### src/hw/rtl/icx_pkg.sv
`default_nettype none
// ----------------------------------------------------------------------------
// icx_pkg
// Shared widths, opcode and relation codes, and the structs that pass
// between the execute unit, the register file and the data memory.
// ----------------------------------------------------------------------------
package icx_pkg;

  localparam int CMD_W    = 4;
  localparam int REG_W    = 3;
  localparam int REL_W    = 3;
  localparam int TGT_W    = 10;
  localparam int MADDR_IN_W = 10;
  localparam int DATA_W   = 32;
  localparam int PC_W     = 11;
  localparam int PDATA_W  = 32;
  localparam int PADDR_W  = 3;

  // opcodes
  localparam logic [CMD_W-1:0] CMD_STORE = 4'd0;
  localparam logic [CMD_W-1:0] CMD_LOAD  = 4'd1;
  localparam logic [CMD_W-1:0] CMD_ADD   = 4'd2;
  localparam logic [CMD_W-1:0] CMD_SUB   = 4'd3;
  localparam logic [CMD_W-1:0] CMD_MUL   = 4'd4;
  localparam logic [CMD_W-1:0] CMD_JUMP  = 4'd5;
  localparam logic [CMD_W-1:0] CMD_IF    = 4'd6;
  localparam logic [CMD_W-1:0] CMD_ELSE  = 4'd7;
  localparam logic [CMD_W-1:0] CMD_PRINT = 4'd8;
  localparam logic [CMD_W-1:0] CMD_READ  = 4'd9;

  // relations
  localparam logic [REL_W-1:0] REL_EQ = 3'd0;
  localparam logic [REL_W-1:0] REL_LT = 3'd1;
  localparam logic [REL_W-1:0] REL_GT = 3'd2;
  localparam logic [REL_W-1:0] REL_LE = 3'd3;
  localparam logic [REL_W-1:0] REL_GE = 3'd4;

  // configuration register index
  localparam logic [PADDR_W-3:0] CSR_PROGRAM_LENGTH = 1'b0;

  typedef struct packed {
    logic [CMD_W-1:0]      cmd;
    logic [REG_W-1:0]      reg_a;
    logic [REL_W-1:0]      rel_op;
    logic [TGT_W-1:0]      target;
    logic [MADDR_IN_W-1:0] mem_addr;
    logic [DATA_W-1:0]     value;
  } instr_t;

  typedef struct packed {
    logic                  reg_we;
    logic [REG_W-1:0]      reg_idx;
    logic [DATA_W-1:0]     reg_data;
    logic                  mem_we;
    logic [MADDR_IN_W-1:0] mem_addr;
    logic [DATA_W-1:0]     mem_data;
  } wb_t;

  typedef struct packed {
    logic [PC_W-1:0]   next_pc;
    logic [DATA_W-1:0] print_value;
    logic              print_valid;
    logic              halted;
    logic              stack_fault;
  } res_t;

endpackage
`default_nettype wire

### src/hw/rtl/icx_exec.sv
`default_nettype none
// ----------------------------------------------------------------------------
// icx_exec
// Execute stage: ALU, relation compare, program counter, condition stack
// (shift register with depth count) and write-back requests.
// ----------------------------------------------------------------------------
module icx_exec #(
  parameter int STACK_DEPTH = 16
) (
  input  wire logic                        clk,
  input  wire logic                        rst_n,
  input  wire logic                        fire,
  input  wire icx_pkg::instr_t             instr,
  input  wire logic [icx_pkg::DATA_W-1:0]  op_x,
  input  wire logic [icx_pkg::DATA_W-1:0]  op_y,
  input  wire logic [icx_pkg::DATA_W-1:0]  ld_data,
  input  wire logic [icx_pkg::PC_W-1:0]    prog_len,
  output icx_pkg::res_t                    res,
  output icx_pkg::wb_t                     wb
);
  import icx_pkg::*;

  localparam int DEP_W = $clog2(STACK_DEPTH + 1);

  function automatic logic rel_holds(input logic [DATA_W-1:0] a,
                                     input logic [DATA_W-1:0] b,
                                     input logic [REL_W-1:0]  rel);
    logic r;
    case (rel)
      REL_EQ:  r = ($signed(a) == $signed(b));
      REL_LT:  r = ($signed(a) <  $signed(b));
      REL_GT:  r = ($signed(a) >  $signed(b));
      REL_LE:  r = ($signed(a) <= $signed(b));
      REL_GE:  r = ($signed(a) >= $signed(b));
      default: r = 1'b0;
    endcase
    return r;
  endfunction

  logic [PC_W-1:0]        pc_r;
  logic [PC_W-1:0]        pc_nxt;
  logic [DEP_W-1:0]       depth_r;
  logic [DEP_W-1:0]       depth_nxt;
  logic [STACK_DEPTH-1:0] stack_r;
  logic [STACK_DEPTH-1:0] stack_nxt;

  logic [PC_W-1:0]   tgt;
  logic [DATA_W-1:0] prod;
  logic              cond;
  logic              reg_we;
  logic              mem_we;
  logic              fault;
  logic              pvalid;

  assign tgt  = PC_W'(instr.target);
  assign prod = op_x * op_y;
  assign cond = rel_holds(op_x, op_y, instr.rel_op);

  always_comb begin
    pc_nxt    = pc_r + PC_W'(1);
    depth_nxt = depth_r;
    stack_nxt = stack_r;
    reg_we    = 1'b0;
    mem_we    = 1'b0;
    fault     = 1'b0;
    pvalid    = 1'b0;
    wb          = '0;
    wb.reg_idx  = instr.reg_a;
    wb.mem_addr = instr.mem_addr;
    wb.mem_data = op_x;

    if (pc_r >= prog_len) begin
      // halted: instruction ignored
      pc_nxt = pc_r;
    end else begin
      unique case (instr.cmd)
        CMD_STORE: mem_we = 1'b1;
        CMD_LOAD: begin
          reg_we      = 1'b1;
          wb.reg_data = ld_data;
        end
        CMD_ADD: begin
          reg_we      = 1'b1;
          wb.reg_data = op_x + op_y;
        end
        CMD_SUB: begin
          reg_we      = 1'b1;
          wb.reg_data = op_x - op_y;
        end
        CMD_MUL: begin
          reg_we      = 1'b1;
          wb.reg_data = prod;
        end
        CMD_JUMP: pc_nxt = tgt + PC_W'(1);
        CMD_IF: begin
          if (!cond) begin
            pc_nxt = tgt;
          end
          // full stack drops the push but keeps the branch
          if (depth_r >= DEP_W'(STACK_DEPTH)) begin
            fault = 1'b1;
          end else begin
            stack_nxt = {stack_r[STACK_DEPTH-2:0], cond};
            depth_nxt = depth_r + DEP_W'(1);
          end
        end
        CMD_ELSE: begin
          if (depth_r == '0) begin
            fault = 1'b1;
          end else begin
            if (stack_r[0]) begin
              pc_nxt = tgt + PC_W'(1);
            end
            stack_nxt = {1'b0, stack_r[STACK_DEPTH-1:1]};
            depth_nxt = depth_r - DEP_W'(1);
          end
        end
        CMD_PRINT: pvalid = 1'b1;
        CMD_READ: begin
          reg_we      = 1'b1;
          wb.reg_data = instr.value;
        end
        default: ;
      endcase
    end

    wb.reg_we = reg_we && fire;
    wb.mem_we = mem_we && fire;

    res.next_pc     = pc_nxt;
    res.print_value = pvalid ? op_x : '0;
    res.print_valid = pvalid;
    res.halted      = (pc_nxt >= prog_len);
    res.stack_fault = fault;
  end

  always_ff @(posedge clk) begin
    if (!rst_n) begin
      pc_r    <= '0;
      depth_r <= '0;
    end else if (fire) begin
      pc_r    <= pc_nxt;
      depth_r <= depth_nxt;
    end
  end

  always_ff @(posedge clk) begin
    if (fire) begin
      stack_r <= stack_nxt;
    end
  end

`ifndef NO_ASSERTIONS
  a_depth_bound: assert property (@(posedge clk) disable iff (!rst_n)
    depth_r <= DEP_W'(STACK_DEPTH))
    else $error("condition stack depth out of range");

  a_state_holds: assert property (@(posedge clk) disable iff (!rst_n)
    !fire |=> $stable(pc_r) && $stable(depth_r))
    else $error("pc or stack depth moved without an instruction");
`endif

endmodule
`default_nettype wire

### config.mk
export PLATFORM = sky130hd
export DESIGN_NAME = icx_exec
export DESIGN_NICKNAME = d
export VERILOG_FILES = /design/src/hw/rtl/icx_pkg.sv /design/src/hw/rtl/icx_exec.sv
export SDC_FILE = /design/constraint.sdc
export NUM_CORES = 2
export LEC_CHECK = 0
export ABC_AREA = 1
export ABC_CLOCK_PERIOD_IN_PS = 10150
export BUFFER_PORTS_ARGS = -buffer_cell sky130_fd_sc_hd__buf_2
export CAP_MARGIN = 20
export CORE_UTILIZATION = 25
export CTS_CLUSTER_DIAMETER = 30
export DETAILED_ROUTE_END_ITERATION = 8
export SKIP_LAST_GASP = 1
export SLEW_MARGIN = 20
export SYNTH_ARGS = -nofsm -noshare
export SYNTH_HDL_FRONTEND = slang
export SYNTH_SLANG_ARGS = --single-unit
### constraint.sdc
create_clock -name clk -period 10.15 [get_ports clk]
set_input_delay 1.5225 -clock clk [delete_from_list [all_inputs] [get_ports clk]]
set_output_delay 1.5225 -clock clk [all_outputs]
set_load 0.01 [all_outputs]
### Yosys cells after proc, flatten, opt, wreduce, memory -nomap -nowiden

Index checks and enable logic that the tools add are counted.

* $add $sub $neg: 6
* mux-type cells: 25
* bitwise logic cells: 1
* multiply operators: 1
* equality and inequality tests: 16
* magnitude comparators: 7
* reductions and logical operators: 8

Operator list (count)
* 32-bit one-hot mux with 5 select lines: 1
* 32-bit two-way mux: 2
* 11-bit two-way mux: 4
* 11-bit one-hot mux with 3 select lines: 1
* 32-bit adder: 1
* 32-bit == test: 1
* 32-bit greater-or-equal comparator: 1
* 32-bit greater-than comparator: 1
* 32-bit less-or-equal comparator: 1
* 32-bit less-than comparator: 1
* 32-bit by 32-bit multiplier with 32-bit output: 1
* 16-bit two-way mux: 2
* 16-bit one-hot mux with 2 select lines: 1
* 32-bit subtractor: 1
* 11-bit greater-or-equal comparator: 2
* 4-bit by 3-bit == test with 1-bit output, second input constant: 4
* 10-bit by 1-bit adder with 11-bit output, second input constant: 1
* 11-bit by 1-bit adder with 11-bit output, second input constant: 1
* 5-bit two-way mux: 2
* 5-bit one-hot mux with 2 select lines: 1
* 1-bit two-way mux: 9
* 4-bit by 2-bit == test with 1-bit output, second input constant: 2
* 4-bit == test, second input constant: 2
* 3-bit by 2-bit == test with 1-bit output, second input constant: 2
* 17 further kinds: 19

* input port bits: 172
* bits in registers: 32
* output and inout port bits: 125
* logic and storage cells: 67

### Logic depth before layout (Yosys ltp)

* word-level depth: 6
* depth in mapped cells: 39
* mapped depth without buffers: 37

### Least setup slack after synthesis

No wires, ideal clock.

* path kind: input port to output port
* from: in op_x[12] (netlist name)
* to: out wb[70] (netlist name)
* arrival: 7942 ps
* data required time: 8628 ps
* slack: 685 ps
* buffers on the path: 2
* stages: 30
* path through: clkbuf_1 buf_1 nand2_1 inv_1 fa_1 fa_1 fa_1 inv_1 fa_1 inv_1 fa_1 inv_1 fa_1 inv_1 fa_1 fa_1 ha_1 nand2_1 nor2_1 nor3b_1 nand4_1 nand3_1 a21o_1 nand2_1 nand2_1 a21oi_1 o21ai_0 nand4_1 o21ai_0 inv_1

RTL lines
* start: declaration: line icx_exec.sv:14 `input wire logic [icx_pkg::DATA_W-1:0] op_x,`
* end: declaration: line icx_exec.sv:19 `output icx_pkg::wb_t wb`

==> metrics.txt <==
status=complete, no violations; width of the die=318.0 µm; Antenna Nets Post-Route=0; CP Max Fanout=9; CTS sink count=32; I/O pins=about 300; skew final=~0.0033 ns; Post-synth EDFFs=16; clock tree buffer depth=2; Die Ht=318.0 µm; clk slew on worst S/H paths=0.06 ns; Worst EP required=8.63 ns; post-layout instance area=28,050 µm²; # hold bufs at CTS=0; syn_area_per_cell=around 6.8 µm²; DRC errors left=0; GP Congestion=0.9786; placement row count=115; first-pass GRT wire length=around 150,000 µm; Post-Route WL=94,980 µm; RSZ-0062 raised after global routing=true; Worst slew margin=0.3039; share of the clock period used by the worst path=0.9833; register area share after synthesis=0.03207; CTS tree=done; synthesized flop and latch total=32; crit path capture type=primary output; full die area=101,100 µm²; Cell Area, Placed=27,750 µm²; ys async rst share=0; Port-buffer cells=270; post-layout net count=4,643; fmax=100.2 MHz; DRT Pass-1 Iters=5; routed len/inst=18.48 µm; Yosys cell types=62; max-cap viol count=0; Top FF cell, synth=edfxtp_1; CP Class=in -> out; 1st-iter DRT viols=2,082; CTS root buf=clkbuf_16; core area=approximately 99,000 µm²; via count of the first global-routing pass=24,280; total track usage=0.1871; Layout area overhead=12.36%; postcts setup bufs=0; Final setup viols=0; Final min period=9.980 ns; WP data arrival=8.46 ns; Fin. Hold Viols=0; Mapped Area=24,970 µm²; Worst Max-Slew Pin Slew=1.040 ns; Vias=23,850; Worst Reg2Reg Path Length in Cells=13; filler cell count in the final layout=11,040; Initial Utilization=0.2529; initial antenna violation count=25; drt via density=4.639; Hold WC Path Type=reg -> reg; startpoint types=input pin; largest net degree at the start of global routing=34; H-Tree Level Count=2; WHS Path Cells=2; Worst-Skew Late Latency=0.28 ns; syn nets=4,462; DP HPWL=82,060 µm; Yosys Warn Count=0; pins over their slew limit=0; Final Hold Slack=around 0.53 ns; GR Overflow Total=0; Num CTS Buffers=5; R2R setup slack=7.03 ns; Synth Instances=3,666; share of post-route cells with drive strength above 1=0.1224
[layer usage]
metal	track usage	wire [µm]	vias up
met3	0.05101	10280	143
met2	0.2921	41240	1005
li1	-	-	11150
met1	0.2548	40890	11520
met5	0	190	-
met4	0.04455	2378	28
[cell families after synthesis]
logic type | Yosys count | synth area share
AOI/OAI and AO/OA | 446 | 0.1033
xor gates and xnor gates | 72 | 0.02526
adders and majority gates | 624 | 0.4363
buffers and inverters | 1211 | 0.1937
DFF | 32 | 0.03207
and+or+nand+nor | 1281 | 0.2094
[Yosys cell counts (all sizes together) (7+ instances only)]
cell type | instances | area [µm²]
inv | 1001 | 3757
nand2 | 893 | 3400
fa | 411 | 8228
ha | 213 | 2665
a21oi | 193 | 1037
nor2 | 190 | 725.7
o21ai | 158 | 794.5
nand3 | 106 | 545.5
clkbuf | 105 | 394.1
buf | 103 | 676.9
xor2 | 46 | 402.9
nand4 | 29 | 181.4
xnor2 | 26 | 227.7
nor3 | 24 | 120.1
or2 | 17 | 106.4
dfxtp | 16 | 320.3
edfxtp | 16 | 480.5
o21bai | 13 | 97.59
nor4 | 11 | 68.82
a21o | 10 | 75.07
a211oi | 8 | 60.06
a31oi | 8 | 56.30
o21a | 8 | 60.06
nand3b | 7 | 52.55
[final cells by class]
| type | instances | area, µm² | area share |
|---|---|---|---|
| antenna | 6 | 15.01 | 0.0005352 |
| clock buffer | 5 | 125.1 | 0.004460 |
| clock inverter | 3 | 18.77 | 0.0006690 |
| inverter | 1003 | 3765 | 0.1342 |
| multi-input combinational | 2423 | 19410 | 0.6920 |
| sequential | 32 | 800.8 | 0.02855 |
| tap | 1287 | 1610 | 0.05740 |
| timing repair buffer | 382 | 2306 | 0.08220 |
[state kept, by name (all words and copies together), names as in the netlist]
| register | flops |
|---|---|
| pc_r | 11 |
| stack_r | 16 |
| depth_r | 5 |
[layout by cell type, fill, tap and decap left out, types with 8 or more instances in the layout]
master | netlist | routed
or2_2 | 15 | 15
o21a_1 | 8 | 8
nand2_2 | 13 | 13
inv_1 | 991 | 991
nor4_1 | 11 | 10
a21o_1 | 10 | 10
edfxtp_1 | 16 | 16
a21oi_2 | 16 | 18
buf_2 | 22 | 257
nor3_1 | 24 | 24
nor2_1 | 187 | 186
xor2_1 | 46 | 46
fa_1 | 411 | 411
dfxtp_1 | 16 | 16
nand4_1 | 29 | 29
o21ai_0 | 152 | 150
inv_2 | 10 | 10
xnor2_1 | 26 | 26
a21oi_1 | 176 | 174
ha_1 | 213 | 210
clkbuf_4 | 0 | 12
o21bai_1 | 13 | 13
nand3_1 | 103 | 101
nand2_1 | 878 | 878
buf_4 | 58 | 105
[stage by stage]
stage / utilization / setup TNS [ns] / instances / worst slack, ns
after floorplan: - / 0 / 3666 / 0.6854
after global placement: 0.2812 / -0.001762 / 5126 / -0.001762
after detailed placement: 0.2812 / -0.008209 / 5126 / -0.008209
after CTS: 0.2828 / 0 / 5134 / 0.006004
after global routing: 0.2841 / -0.04414 / 5137 / -0.03655
final: 0.2842 / 0 / 5141 / 0.1697
[worst paths after layout]
kind               startpoint           to
setup / recovery     op_x[17]       wb[72]
hold / removal    stack_r[15]  stack_r[14]
setup reg to reg      pc_r[2]   depth_r[4]
hold reg to reg   stack_r[15]  stack_r[14]
[worst max-delay path, cell delays in order]
cell and delay [ns]:
buf_2 0.25, buf_4 0.26, nand2_1 0.07, inv_1 0.08
fa_1 0.45, fa_1 0.56, inv_1 0.07, fa_1 0.46
fa_1 0.54, inv_1 0.05, fa_1 0.64, fa_1 0.46
fa_1 0.54, fa_1 0.45, ha_1 0.31, buf_4 0.16
nand2_1 0.11, nor2_1 0.10, a211oi_2 0.27, o211ai_1 0.21
or2_2 0.31, nand3_1 0.16, nand4_1 0.12, nand2_1 0.09
inv_1 0.05, buf_2 0.13
[what timing repair did]
item	4_1_cts	5_1_grt
endpoints found under the hold margin	0	0
setup endpoints to repair	1	13
gates resized for setup	4	25
Power is left out: the tool's default activity adds up to more than one toggle a clock period on the data nets, which glitch-free logic cannot reach.
