### src/hw/rtl/icx_pkg.sv
`default_nettype none
// ----------------------------------------------------------------------------
// icx_pkg
// Shared widths, opcode and relation codes, and the structs that pass
// between the execute unit, the register file and the data memory.
// ----------------------------------------------------------------------------
package icx_pkg;

  localparam int CMD_W    = 4;
  localparam int REG_W    = 3;
  localparam int REL_W    = 3;
  localparam int TGT_W    = 10;
  localparam int MADDR_IN_W = 10;
  localparam int DATA_W   = 32;
  localparam int PC_W     = 11;
  localparam int PDATA_W  = 32;
  localparam int PADDR_W  = 3;

  // opcodes
  localparam logic [CMD_W-1:0] CMD_STORE = 4'd0;
  localparam logic [CMD_W-1:0] CMD_LOAD  = 4'd1;
  localparam logic [CMD_W-1:0] CMD_ADD   = 4'd2;
  localparam logic [CMD_W-1:0] CMD_SUB   = 4'd3;
  localparam logic [CMD_W-1:0] CMD_MUL   = 4'd4;
  localparam logic [CMD_W-1:0] CMD_JUMP  = 4'd5;
  localparam logic [CMD_W-1:0] CMD_IF    = 4'd6;
  localparam logic [CMD_W-1:0] CMD_ELSE  = 4'd7;
  localparam logic [CMD_W-1:0] CMD_PRINT = 4'd8;
  localparam logic [CMD_W-1:0] CMD_READ  = 4'd9;

  // relations
  localparam logic [REL_W-1:0] REL_EQ = 3'd0;
  localparam logic [REL_W-1:0] REL_LT = 3'd1;
  localparam logic [REL_W-1:0] REL_GT = 3'd2;
  localparam logic [REL_W-1:0] REL_LE = 3'd3;
  localparam logic [REL_W-1:0] REL_GE = 3'd4;

  // configuration register index
  localparam logic [PADDR_W-3:0] CSR_PROGRAM_LENGTH = 1'b0;

  typedef struct packed {
    logic [CMD_W-1:0]      cmd;
    logic [REG_W-1:0]      reg_a;
    logic [REL_W-1:0]      rel_op;
    logic [TGT_W-1:0]      target;
    logic [MADDR_IN_W-1:0] mem_addr;
    logic [DATA_W-1:0]     value;
  } instr_t;

  typedef struct packed {
    logic                  reg_we;
    logic [REG_W-1:0]      reg_idx;
    logic [DATA_W-1:0]     reg_data;
    logic                  mem_we;
    logic [MADDR_IN_W-1:0] mem_addr;
    logic [DATA_W-1:0]     mem_data;
  } wb_t;

  typedef struct packed {
    logic [PC_W-1:0]   next_pc;
    logic [DATA_W-1:0] print_value;
    logic              print_valid;
    logic              halted;
    logic              stack_fault;
  } res_t;

endpackage
`default_nettype wire

### src/hw/rtl/icx_regfile.sv
`default_nettype none
// ----------------------------------------------------------------------------
// icx_regfile
// Register file: two synchronous read ports, one write port, per-entry valid
// bits so unwritten registers read as zero, and same-edge write forwarding.
// ----------------------------------------------------------------------------
module icx_regfile #(
  parameter int NUM_REGS = 8
) (
  input  wire logic                        clk,
  input  wire logic                        rst_n,
  input  wire logic                        rd_en,
  input  wire logic [icx_pkg::REG_W-1:0]   raddr0,
  input  wire logic [icx_pkg::REG_W-1:0]   raddr1,
  output logic      [icx_pkg::DATA_W-1:0]  rdata0,
  output logic      [icx_pkg::DATA_W-1:0]  rdata1,
  input  wire icx_pkg::wb_t                wb
);
  import icx_pkg::*;

  localparam int RIDX_W = (NUM_REGS > 1) ? $clog2(NUM_REGS) : 1;

  // index modulo register count, by repeated subtraction on a 3-bit value
  function automatic logic [RIDX_W-1:0] reg_idx(input logic [REG_W-1:0] r);
    logic [5:0] v;
    v = 6'(r);
    for (int i = 0; i < 4; i++) begin
      if (v >= 6'(NUM_REGS)) begin
        v = v - 6'(NUM_REGS);
      end
    end
    return v[RIDX_W-1:0];
  endfunction

  logic [DATA_W-1:0] mem [NUM_REGS];
  logic [NUM_REGS-1:0] vld_r;

  logic [RIDX_W-1:0] widx;
  logic [RIDX_W-1:0] ridx0;
  logic [RIDX_W-1:0] ridx1;

  logic [DATA_W-1:0] q0_r;
  logic [DATA_W-1:0] q1_r;
  logic              vld0_r;
  logic              vld1_r;
  logic              hit0_r;
  logic              hit1_r;
  logic [DATA_W-1:0] fwd_r;

  assign widx  = reg_idx(wb.reg_idx);
  assign ridx0 = reg_idx(raddr0);
  assign ridx1 = reg_idx(raddr1);

  always_ff @(posedge clk) begin
    if (wb.reg_we) begin
      mem[widx] <= wb.reg_data;
    end
    if (rd_en) begin
      q0_r   <= mem[ridx0];
      q1_r   <= mem[ridx1];
      vld0_r <= vld_r[ridx0];
      vld1_r <= vld_r[ridx1];
      hit0_r <= wb.reg_we && (widx == ridx0);
      hit1_r <= wb.reg_we && (widx == ridx1);
      fwd_r  <= wb.reg_data;
    end
  end

  always_ff @(posedge clk) begin
    if (!rst_n) begin
      vld_r <= '0;
    end else if (wb.reg_we) begin
      vld_r[widx] <= 1'b1;
    end
  end

  assign rdata0 = hit0_r ? fwd_r : (vld0_r ? q0_r : '0);
  assign rdata1 = hit1_r ? fwd_r : (vld1_r ? q1_r : '0);

`ifndef NO_ASSERTIONS
  // a write leaves its entry marked as written
  a_write_sets_valid: assert property (@(posedge clk) disable iff (!rst_n)
    wb.reg_we |=> vld_r[$past(widx)])
    else $error("register write did not set valid bit");
`endif

endmodule
`default_nettype wire

### config.mk
export PLATFORM = sky130hd
export DESIGN_NAME = icx_regfile
export DESIGN_NICKNAME = d
export VERILOG_FILES = /design/src/hw/rtl/icx_pkg.sv /design/src/hw/rtl/icx_regfile.sv
export SDC_FILE = /design/constraint.sdc
export NUM_CORES = 1
export LEC_CHECK = 0
export BUFFER_PORTS_ARGS = -buffer_cell sky130_fd_sc_hd__buf_2
export CAP_MARGIN = 20
export CORE_ASPECT_RATIO = 0.6
export CORE_MARGIN = 2
export CORE_UTILIZATION = 55
export CTS_CLUSTER_SIZE = 8
export DETAILED_ROUTE_END_ITERATION = 16
export MAX_ROUTING_LAYER = met4
export PLACE_DENSITY = 0.75
export SLEW_MARGIN = 25
export SYNTH_ARGS = -nofsm -noshare
export SYNTH_HDL_FRONTEND = slang
export SYNTH_SLANG_ARGS = --single-unit
### constraint.sdc
create_clock -name clk -period 8.85 [get_ports clk]
set_input_delay 0.885 -clock clk [delete_from_list [all_inputs] [get_ports clk]]
set_output_delay 0.885 -clock clk [all_outputs]
set_load 0.02 [all_outputs]
# After elaboration in Yosys (flattened, before gate mapping)
# Memory sizes are Yosys's and may differ from the RTL's. A register that Yosys moved wholly into a read port is not among the register bits.
# Index checks and enable logic that the tools add are counted.
# word_totals
ff_bits	44
ram_bits	256
input_bits	88
out_inout_bits	64
elab_cells	29
n_memories	1
# classes
magnitude_cmp	4
eq_ne	2
mux	12
n_bitwise	1
n_reduce_logical	3
# mem_list
memory	words	width	rd	rd_ports_with_merged_regs	wr	line_no	source
mem	8	32	2	2	1	icx_regfile.sv:35	logic [DATA_W-1:0] mem [NUM_REGS];
# ops
operator	count
2-to-1 mux 32 bit	4
less-than comparator 3 x 4 -> 1 bit, second input constant	3
bitwise OR 8 bit	1
binary-select mux 1 bit (select 3 bit)	2
equality test 3 bit	2
2-to-1 mux 1 bit	5
demux 1 bit (select 3 bit)	1
greater-or-equal comparator 3 x 1 -> 1 bit, second input constant	1
logical AND 1 bit	3

# Logic depth before layout (Yosys ltp)
# Gate-level depths: netlist of run 1.
# logic_depth
ltp_word	5
ltp_mapped	5
mapped_depth_nobuf	2

# Worst setup path before layout of run 1
# OpenSTA, ideal clock, no wires.
# synth_timing
path_type	input -> register
start	in wb[77] in the netlist's numbering
end	mem mem[0][0], enable pin
arrival_ns	4.600
required_time_ns	8.334
setup_slack_ns	3.734
path_stages	2
path_buffers	1
cell_sequence	clkbuf_1 nor4b_1
# synth_rtl
item	line_no	source
from (decl)	icx_regfile.sv:17	input wire icx_pkg::wb_t wb
to (decl)	icx_regfile.sv:35	
# No word-level cell before the write port.

# Final worst setup path of run 1
# layout_timing
start	reg hit1_r
end	out rdata1[14] in the netlist's numbering
# layout_via
elab_chain_len	1
# layout_rtl
item	line_no	source
from (decl)	icx_regfile.sv:47	logic hit1_r;
from (signal assigned)	icx_regfile.sv:64	hit1_r <= wb.reg_we && (widx == ridx1);
2-to-1 mux 32 bit	icx_regfile.sv:78	assign rdata1 = hit1_r ? fwd_r : (vld1_r ? q1_r : '0);
to (decl)	icx_regfile.sv:16	output logic [icx_pkg::DATA_W-1:0] rdata1,
# Every way passes these cells.

==> metrics.cfg, run 1 <==
[sta]
min_period_ps=3050
relSlewSlack_pct=28.7
worst_slack_ps=5800
finalHoldViolations=0
maxSlewViolCount=0
final.period_utilization_pct=34.5
finClkSkew_ps=13.6
tightest_slew_ps=1070
finalSetupTns_ps=0
rsz0062_at_grt=false
setup_violations=0
max_freq_mhz=328

[worst_setup_path]
cp.buffers_inverters=2
endpoint_kind=output port
cp_slowest_cell=nor2b_4
start_kind=flop
path_delay_family=simple AND/OR/NAND/NOR gates
cp_data_arrival_time_ps=2160
path_class=reg2out
slowest_delay_ps=510
crit_path_max_fanout=18
path_cells=nor2b_4 -> buf_16 -> a22o_1 -> buf_2
crit_required_ps=7970

[global_routing]
grt_pass1_vias=8729
track_usage_pct=24.9
grt.overflow.total=0
grt_max_degree=68
grt_pass1_wl_mm=52.9
antenna_found_initial=3

[drt]
drc=0
drtAntennaViolNets=0
wire_per_inst_um=28.7
dr.pass1.iters=5
wl_mm=35.1
drt-initial-drc-count=787
vias_per_cell=6.49
vias=7940

[place]
dp_hpwl_mm=19.2
pre_cts_ws_ps=5380
dp_cells=1157
portBuffers=108
place.gp.congestion=0.748
dpl-instance-area_sq_um=16900

[logic_synthesis]
ys.flop_type=edfxtp_1
synth.distinct_cells=22
syn_inst=712
synth_area_sq_um=16000
synthMuxAreaShare_pct=24.8
ys_warn_count=0
synth_compound_area_share_pct=3.84
syn_area_per_cell_sq_um=22.4
synth_edf_count=356
synth_xor_area_share_pct=0.329
synth_top_family_by_area=multiplexers
ys_seq_elements=364
yosys.area_share.simple_pct=0.768
synth-async-reset-ratio_pct=0
synth_fp_nets=800
synth_fa_ha_area_share_pct=0
synth-seq-area-share_pct=67.9

[final_layout]
multi_input_area_sq_um=4820
drive_above_1_share_pct=44.0
n_fill_cell=1907
finalNetCount=923
ff_latch_area_sq_um=10900
area_delta_synth_final_pct=14.5
final_cells=1223
fin_area_sq_um=18300

[floorplan]
die_area_sq_um=30500
io_pins=152
start_util_pct=55.8
die_x_um=224
rows=48
die_y_um=136
core_area_sq_um=28600

[power_and_ir_drop]
power_density_nw_per_um2=226
ir_drop_v=0.000144
p_total_w=0.00413
leakagePower_nw=6.34

[cts]
worstSkewPairLatency_ps=560
hold_buffers=0
cts_tree=built
cts_made_buffers=51
htreeDepth=2
cts-root-buf=clkbuf_16
cts-resized-gates=0
cts.sinks=364
cts_buffer_depth=3
cts_setup_buffers=0
path_clk_slew_ps=50

[hold_path]
hold_class=reg2reg

[job]
max-cap-violations=0

[status]
status=finished, final reports clean

## where the power goes
group          switching (W)  internal, W
logic               0.000199     0.000177
clock network       0.000656      0.00108
registers          0.0000328      0.00199
total               0.000888      0.00325
## through the flow
stage | util [%] | hold WS (ps)
after detailed placement | 58.9 | 473
after global routing | 63.8 | 510
after CTS | 63.8 | 485
final | 63.8 | 489
after global placement | 58.6 | 452
after floorplan | - | 446
## cells by family after synthesis
kind of cell,count (synthesis)
compound gates,72
xor+xnor,6
buf+inv,56
flops,364
mux,198
simple gates,16
## layout by cell type, fill, tap and decap left out, types with 3 or more instances in the layout
master / n
edfxtp_1: 356
mux4_2: 116
buf_2: 103
a22o_1: 62
clkbuf_16: 53
mux2_4: 48
buf_4: 19
mux2_2: 18
mux4_1: 16
clkbuf_1: 9
o21a_1: 8
dfxtp_1: 8
xnor2_1: 6
nand2_1: 4
diode_2: 3
nor4bb_4: 3
## cells in the mapped netlist (4+ instances only)
cell	count	share of area, %
edfxtp_1	356	67
mux4_2	116	16
a22o_1	62	3.4
mux2_4	48	4.5
clkbuf_1	29	0.68
mux2_2	18	1.3
mux4_1	16	2.6
buf_2	12	0.38
buf_12	8	1.0
dfxtp_1	8	1.0
o21a_1	8	0.38
xnor2_1	6	0.33
nand2_1	4	0.094
## path summary, 6_finish.rpt
| kind | slack (ps) | startpoint | endpoint | cells past startpoint |
|---|---|---|---|---|
| worst max-delay path | 5800 | hit1_r | rdata1[14] | 4 |
| worst min-delay path | 490 | vld_r[6] | vld_r[6] | 1 |
| worst max register to register | 7390 | mem[1][18] | q1_r[18] | 2 |
| worst min register to register | 490 | vld_r[6] | vld_r[6] | 1 |
## worst register-to-register path, stage by stage, from the launching register on
cell      delay [ps]
edfxtp_1         390
mux4_1           530
mux2_4           290
## sequential cells by signal (all words and copies together) (netlist names), 8 cells and up
name,count
fwd_r,32
mem,256
q0_r,32
vld_r,8
q1_r,32
## layout make-up
| cell class | count | share of cell area [%] |
|---|---|---|
| multi-input cells | 292 | 26.4 |
| clock buffers | 62 | 7.44 |
| diodes | 3 | 0.0411 |
| clock inverters | 1 | 0.164 |
| flip-flops and latches | 364 | 59.3 |
| repair buffers | 126 | 4.07 |
| well taps | 375 | 2.57 |
## layer usage
layer / part of all wire (%) / global-route usage [%] / wire length, um / vias to the layer above
met4: 2.0 / 7.56 / 701 / 0
met3: 6.3 / 4.91 / 2220 / 62
li1: - / - / - / 3358
met5: 0 / - / 0 / -
met2: 51 / 41.6 / 18000 / 294
met1: 40 / 31.4 / 14200 / 4226
(Power assumes the default switching activity.)
==> run 2: changes to the inputs <==
- CORE_UTILIZATION: 55 -> 54
- PLACE_DENSITY: 0.75 -> 0.77
- clock period: 8.85 -> 2.8 ns (I/O delays scaled with it)
==> run 2 against run 1 <==
Via count grew 3.5%. Largest cell class unchanged. Critical endpoint unchanged. Register-to-register slack lost 6100 ps. Hold slack worse by 470 ps. Core utilization increased by 0.53 points. Cell area up 1.9%. Sequential share of layout area fell by 1.1 points. Power rose to 3.2 times the previous value.
==> metrics.cfg, run 2 (synthesized netlist as in run 1, its figures left out) <==
[sta]
worst_slack_ps=222  ; -5580 ps
maxSlewViolCount=0  ; unchanged
rsz0062_at_grt=false
finClkSkew_ps=20.0  ; +6.39 ps
relSlewSlack_pct=54.8  ; +26 points
max_freq_mhz=388
min_period_ps=2580
final.period_utilization_pct=92.1
setup_violations=0  ; unchanged
finalHoldViolations=0  ; unchanged
hold_ws_ps=22.4  ; -467 ps
tightest_slew_ps=677  ; -392 ps

[worst_setup_path]
path_class=reg2out
cp.buffers_inverters=2  ; unchanged
endpoint_kind=output port
crit_path_max_fanout=25  ; +7
start_kind=flop
path_cells=buf_4 -> a22o_1 -> buf_2
cp_data_arrival_time_ps=2300  ; +140 ps
path_delay_family=flip-flops
slowest_delay_ps=740  ; +230 ps
crit_required_ps=2520  ; -5450 ps
cp_slowest_cell=edfxtp_1

[cts]
cts_buffer_depth=3  ; unchanged
worstSkewPairLatency_ps=560  ; about the same
cts-root-buf=clkbuf_16
cts-resized-gates=0  ; unchanged
cts.sinks=364  ; unchanged
cts_made_buffers=51  ; unchanged
path_clk_slew_ps=50  ; about the same
cts_tree=built
htreeDepth=2  ; unchanged

[power_and_ir_drop]
p_total_w=0.0132  ; +220%
leakagePower_nw=6.49  ; +2.5%
power_density_nw_per_um2=709  ; +210%
ir_drop_v=0.000548  ; +280%

[floorplan]
io_pins=152  ; unchanged
rows=48  ; unchanged
die_area_sq_um=31000  ; +1.8%
start_util_pct=55.2  ; -0.58 points
die_x_um=226  ; +0.91%
die_y_um=137  ; +0.89%
core_area_sq_um=28900  ; +1.0%

[drt]
dr.pass1.iters=5  ; unchanged
top_layer=met4
met3WireLength_mm=2.47  ; +11%
wl_met2_mm=18.8  ; +4.6%
drt-initial-drc-count=721  ; -8.4%
vias_per_cell=6.41  ; -1.3%
wl_mm=36.0  ; +2.6%
drtAntennaViolNets=0  ; unchanged
drt-met1-wl_mm=14.0  ; -1.3%
vias=8215  ; +3.5%
wire_per_inst_um=28.1  ; -2.2%
drc=0  ; unchanged

[global_routing]
antenna_found_initial=1  ; -2
grt_pass1_vias=8818  ; +1.0%
grt_max_degree=40  ; -41%
grt_pass1_wl_mm=53.9  ; +1.8%
track_usage_pct=25.1  ; +0.28 points
grt.overflow.total=0  ; unchanged

[place]
place.gp.congestion=0.751  ; +0.39%
portBuffers=108  ; unchanged
pre_cts_ws_ps=669  ; -4710 ps
dp_hpwl_mm=20.3  ; +5.4%

[final_layout]
finish.utilization_pct=64.3  ; +0.53 points
n_fill_cell=1967  ; +3.1%
final_common_cell=edfxtp_1
largest_register_ff_count=256  ; unchanged
layout_common_cells=edfxtp_1, mux4_2, buf_2
top_register=mem
area_delta_synth_final_pct=16.6
finalNetCount=948  ; +2.7%
drive_above_1_share_pct=43.7  ; -0.32 points

[hold_path]
hold_class=in2reg

[status]
status=finished, final reports clean

[job]
max-cap-violations=0  ; unchanged

## run 2: cell count changes in the layout (fill, tap and decap cells not counted), sizes merged
cell and delta:
dlygate4sd3 +12, buf +13, diode -2, clkbuf +11
## run 2: repair_timing
| item | in CTS | in global routing |
|---|---|---|
| endpoints found under the hold margin | 65 | 0 |
| buffers inserted | 0 | 0 |
| hold buffers | 12 | 0 |
## run 2: where the power goes
part           internal (W)  total, W  switching [W]
combinational      0.000585   0.00122       0.000633
sequential          0.00628   0.00639       0.000110
clock               0.00348   0.00559        0.00211
## run 2: path summary, 6_finish.rpt
check	from	to	cells after the start	slack, ps
max reg2reg	mem[1][16]	q0_r[16]	2	1280
min reg2reg	vld_r[7]	vld_r[7]	1	480
max	hit1_r	rdata1[14]	3	220
min	wb[65]	fwd_r[22]	1	20
## run 2: routing by layer
| metal | vias up | global-route usage [%] |
|---|---|---|
| li1 | 3410 | - |
| met1 | 4395 | 31.3 |
| met2 | 348 | 43.0 |
| met3 | 62 | 4.44 |
| met4 | 0 | 7.60 |
| met5 | - | - |
## run 2: worst register-to-register path: stages, from the launching register on
cell	delay, ps
edfxtp_1	410
mux4_1	580
mux2_4	290
## run 2: final cells by class
type	instances	area (sq um)	area share, %
clock buffers	73	1400	7.52
well taps	400	500	2.69
flip-flops and latches	364	10900	58.2
multi-input cells	292	4820	25.9
clock inverters	1	30.0	0.161
repair buffers	151	1020	5.47
diodes	1	2.50	0.0134
## run 2: metrics by stage
| step | cell area (sq um) | TNS (ps) | instances |
|---|---|---|---|
| finish | 18600 | 0 | 1282 |
| global route | 18600 | 0 | 1282 |
| CTS | 18600 | 0 | 1281 |
| detailed placement | 17100 | 0 | 1195 |
| global placement | 17100 | 0 | 1195 |
| floorplan | 16000 | -31790 | 712 |
==> run 3: changes to the inputs <==
- CORE_ASPECT_RATIO: 0.6 -> unset
==> run 3 against run 2 <==
Register-to-register slack better by 50 ps. Clock skew rose by 2.1 ps. Power down 1.1%. Combinational power is essentially flat. Sequential cell count unchanged. Setup slack gained 240 ps. Critical path depth increased by 2. First-iteration DRC count up 3.2%. Clock power decreased by 3%. Global-route usage decreased by 0.43 points. Sequential share of layout area rose by 0.34 points. Final cell count shrank 2.0%. Largest cell class unchanged. Largest power group unchanged. Highest routed layer unchanged.
==> metrics.cfg, run 3 (synthesized netlist as in run 1, its figures left out) <==
[power_and_ir_drop]
power.internal_w=0.0102  ; -1.1%
power_density_nw_per_um2=705  ; -0.56%
switching_share_pct=21.6  ; -0.054 points
p_clk_share_pct=41.7  ; -0.7 points
p_sw_w=0.00282  ; -1.4%
leakagePower_nw=6.45  ; -0.70%
ir_drop_v=0.000462  ; -16%
power_frac_seq_pct=48.9  ; +0.5 points
comb_power_share_pct=9.4  ; +0.2 points

[drt]
drc=0  ; unchanged
vias_per_cell=6.48  ; +1.1%
drt-initial-drc-count=744  ; +3.2%
wire_per_inst_um=28.7  ; +2.1%
wl_mm=36.0  ; +0.15%
drtAntennaViolNets=0  ; unchanged
dr.pass1.iters=4  ; -1
vias=8146  ; -0.84%

[sta]
setup_violations=0  ; unchanged
max_freq_mhz=428  ; +10%
finClkSkew_ps=22.1  ; +2.10 ps
maxSlewViolCount=0  ; unchanged
finalHoldViolations=0  ; unchanged
hold_ws_ps=22.6  ; +0.191 ps
tightest_slew_ps=648  ; -29.5 ps
final.period_utilization_pct=83.5  ; -8.6 points
min_period_ps=2340  ; -241 ps
relSlewSlack_pct=56.8  ; +2.0 points
rsz0062_at_grt=false

[final_layout]
finalNetCount=937  ; -1.2%
drive_above_1_share_pct=44.3  ; +0.55 points
layout_common_cells=edfxtp_1, mux4_2, buf_2
top_register=mem
n_fill_cell=1842  ; -6.4%
final_cells=1257  ; -2.0%
final_common_cell=edfxtp_1
area_delta_synth_final_pct=15.9
largest_register_ff_count=256  ; unchanged

[cts]
cts_buffer_depth=3  ; unchanged
worstSkewPairLatency_ps=540  ; -20 ps
cts_tree=built
cts_made_buffers=51  ; unchanged
path_clk_slew_ps=50  ; about the same
cts.sinks=364  ; unchanged
cts-resized-gates=0  ; unchanged
cts_setup_buffers=0  ; unchanged
htreeDepth=2  ; unchanged
cts-root-buf=clkbuf_16
hold_buffers=0  ; -12

[worst_setup_path]
cp_slowest_cell=edfxtp_1
slowest_delay_ps=380  ; -360 ps
endpoint_kind=output port
ff2ff_setup_slack_ps=1330  ; +50 ps
cp_data_arrival_time_ps=2060  ; -240 ps
r2r-end=q0_r[14]
worstRegToRegCells=2  ; unchanged
path_class=reg2out
crit_required_ps=2520  ; about the same
path_cells=buf_4 -> nor2b_4 -> buf_4 -> a22o_1 -> buf_2
reg2reg_from=mem[1][14]
path_common_cell=buf_4
crit_path_max_fanout=17  ; -32%
start_kind=flop

[place]
dp_cells=1180  ; -1.3%
dp_hpwl_mm=20.9  ; +3.2%
portBuffers=108  ; unchanged
place.gp.congestion=0.741  ; -1.4%

[floorplan]
die_x_um=176  ; -22%
die_area_sq_um=31000  ; -0.15%
die_y_um=176  ; +28%
core_area_sq_um=28900  ; about the same
rows=62  ; +29%
io_pins=152  ; unchanged
start_util_pct=55.2  ; about the same

[global_routing]
grt.overflow.total=0  ; unchanged
grt_pass1_wl_mm=54.3  ; +0.77%
antenna_found_initial=3  ; +2
track_usage_pct=24.7  ; -0.43 points
grt_pass1_vias=8973  ; +1.8%
grt_max_degree=44  ; +10%

[hold_path]
min_delay_worst_endpoint=mem[0][20]
hold_depth=1  ; unchanged
hold_class=in2reg
hp-start=wb[63]

[job]
max-cap-violations=0  ; unchanged

[status]
status=finished, final reports clean

## run 3: cell types whose count changed in the layout (fill, tap and decap cells not counted), sizes merged
cell and delta:
dlygate4sd3 -12, diode +2, buf +1, clkbuf -1, inv +1
## run 3: critical path, delay by kind of cell (launching register included)
family                 cells  cell delay, ps
AND/OR/NAND/NOR            1             150
buffers and inverters      3             710
AO/OA/AOI/OAI              1             260
flip-flops                 1             380
## run 3: per-layer routing
layer	GRT usage [%]	vias up	part of all wire, %
li1	-	3395	-
met1	29.3	4298	36
met2	42.8	355	54
met3	4.37	98	6.7
met4	8.99	0	2.9
met5	-	-	0
## run 3: layout make-up
class / instances / area [sq um] / area share (%)
clock buffers: 72 / 1360 / 7.32
repair buffers: 140 / 963 / 5.20
flip-flops and latches: 364 / 10900 / 58.6
multi-input cells: 292 / 4820 / 26.1
diodes: 3 / 7.51 / 0.0405
clock inverters: 2 / 38.8 / 0.209
well taps: 384 / 480 / 2.59
## run 3: worst max-delay path by stage
stage / from / to / slack (ps) / cells past startpoint
floorplan: wb[76] / mem[2][0] / -320 / 2
global placement: raddr1[0] / q1_r[18] / 660 / 4
detailed placement: raddr0[0] / q0_r[14] / 610 / 4
CTS: hit0_r / rdata0[29] / 470 / 5
finish: hit0_r / rdata0[29] / 460 / 5
global route: hit0_r / rdata0[29] / 420 / 5
## run 3: power by group through the flow
stage / Combinational, W / Sequential [W] / Clock [W]
final: 0.00122 / 0.00639 / 0.00544
after detailed placement: 0.00123 / 0.00649 / 0
after global placement: 0.00119 / 0.00645 / 0
after floorplan: 0.000826 / 0.00645 / 0
after global routing: 0.00129 / 0.00640 / 0.00574
after CTS: 0.00123 / 0.00639 / 0.00552
## run 3: through the flow
stage / total power (W) / TNS [ps] / area, sq um / setup slack [ps] / util (%)
after global routing: 0.0134 / 0 / 18500 / 415 / 64.0
final: 0.0131 / 0 / 18500 / 463 / 64.0
after floorplan: 0.00727 / -31790 / 16000 / -316 / -
after CTS: 0.0131 / 0 / 18500 / 467 / 64.0
after detailed placement: 0.00771 / 0 / 17100 / 609 / 59.2
after global placement: 0.00765 / 0 / 17100 / 665 / 59.2
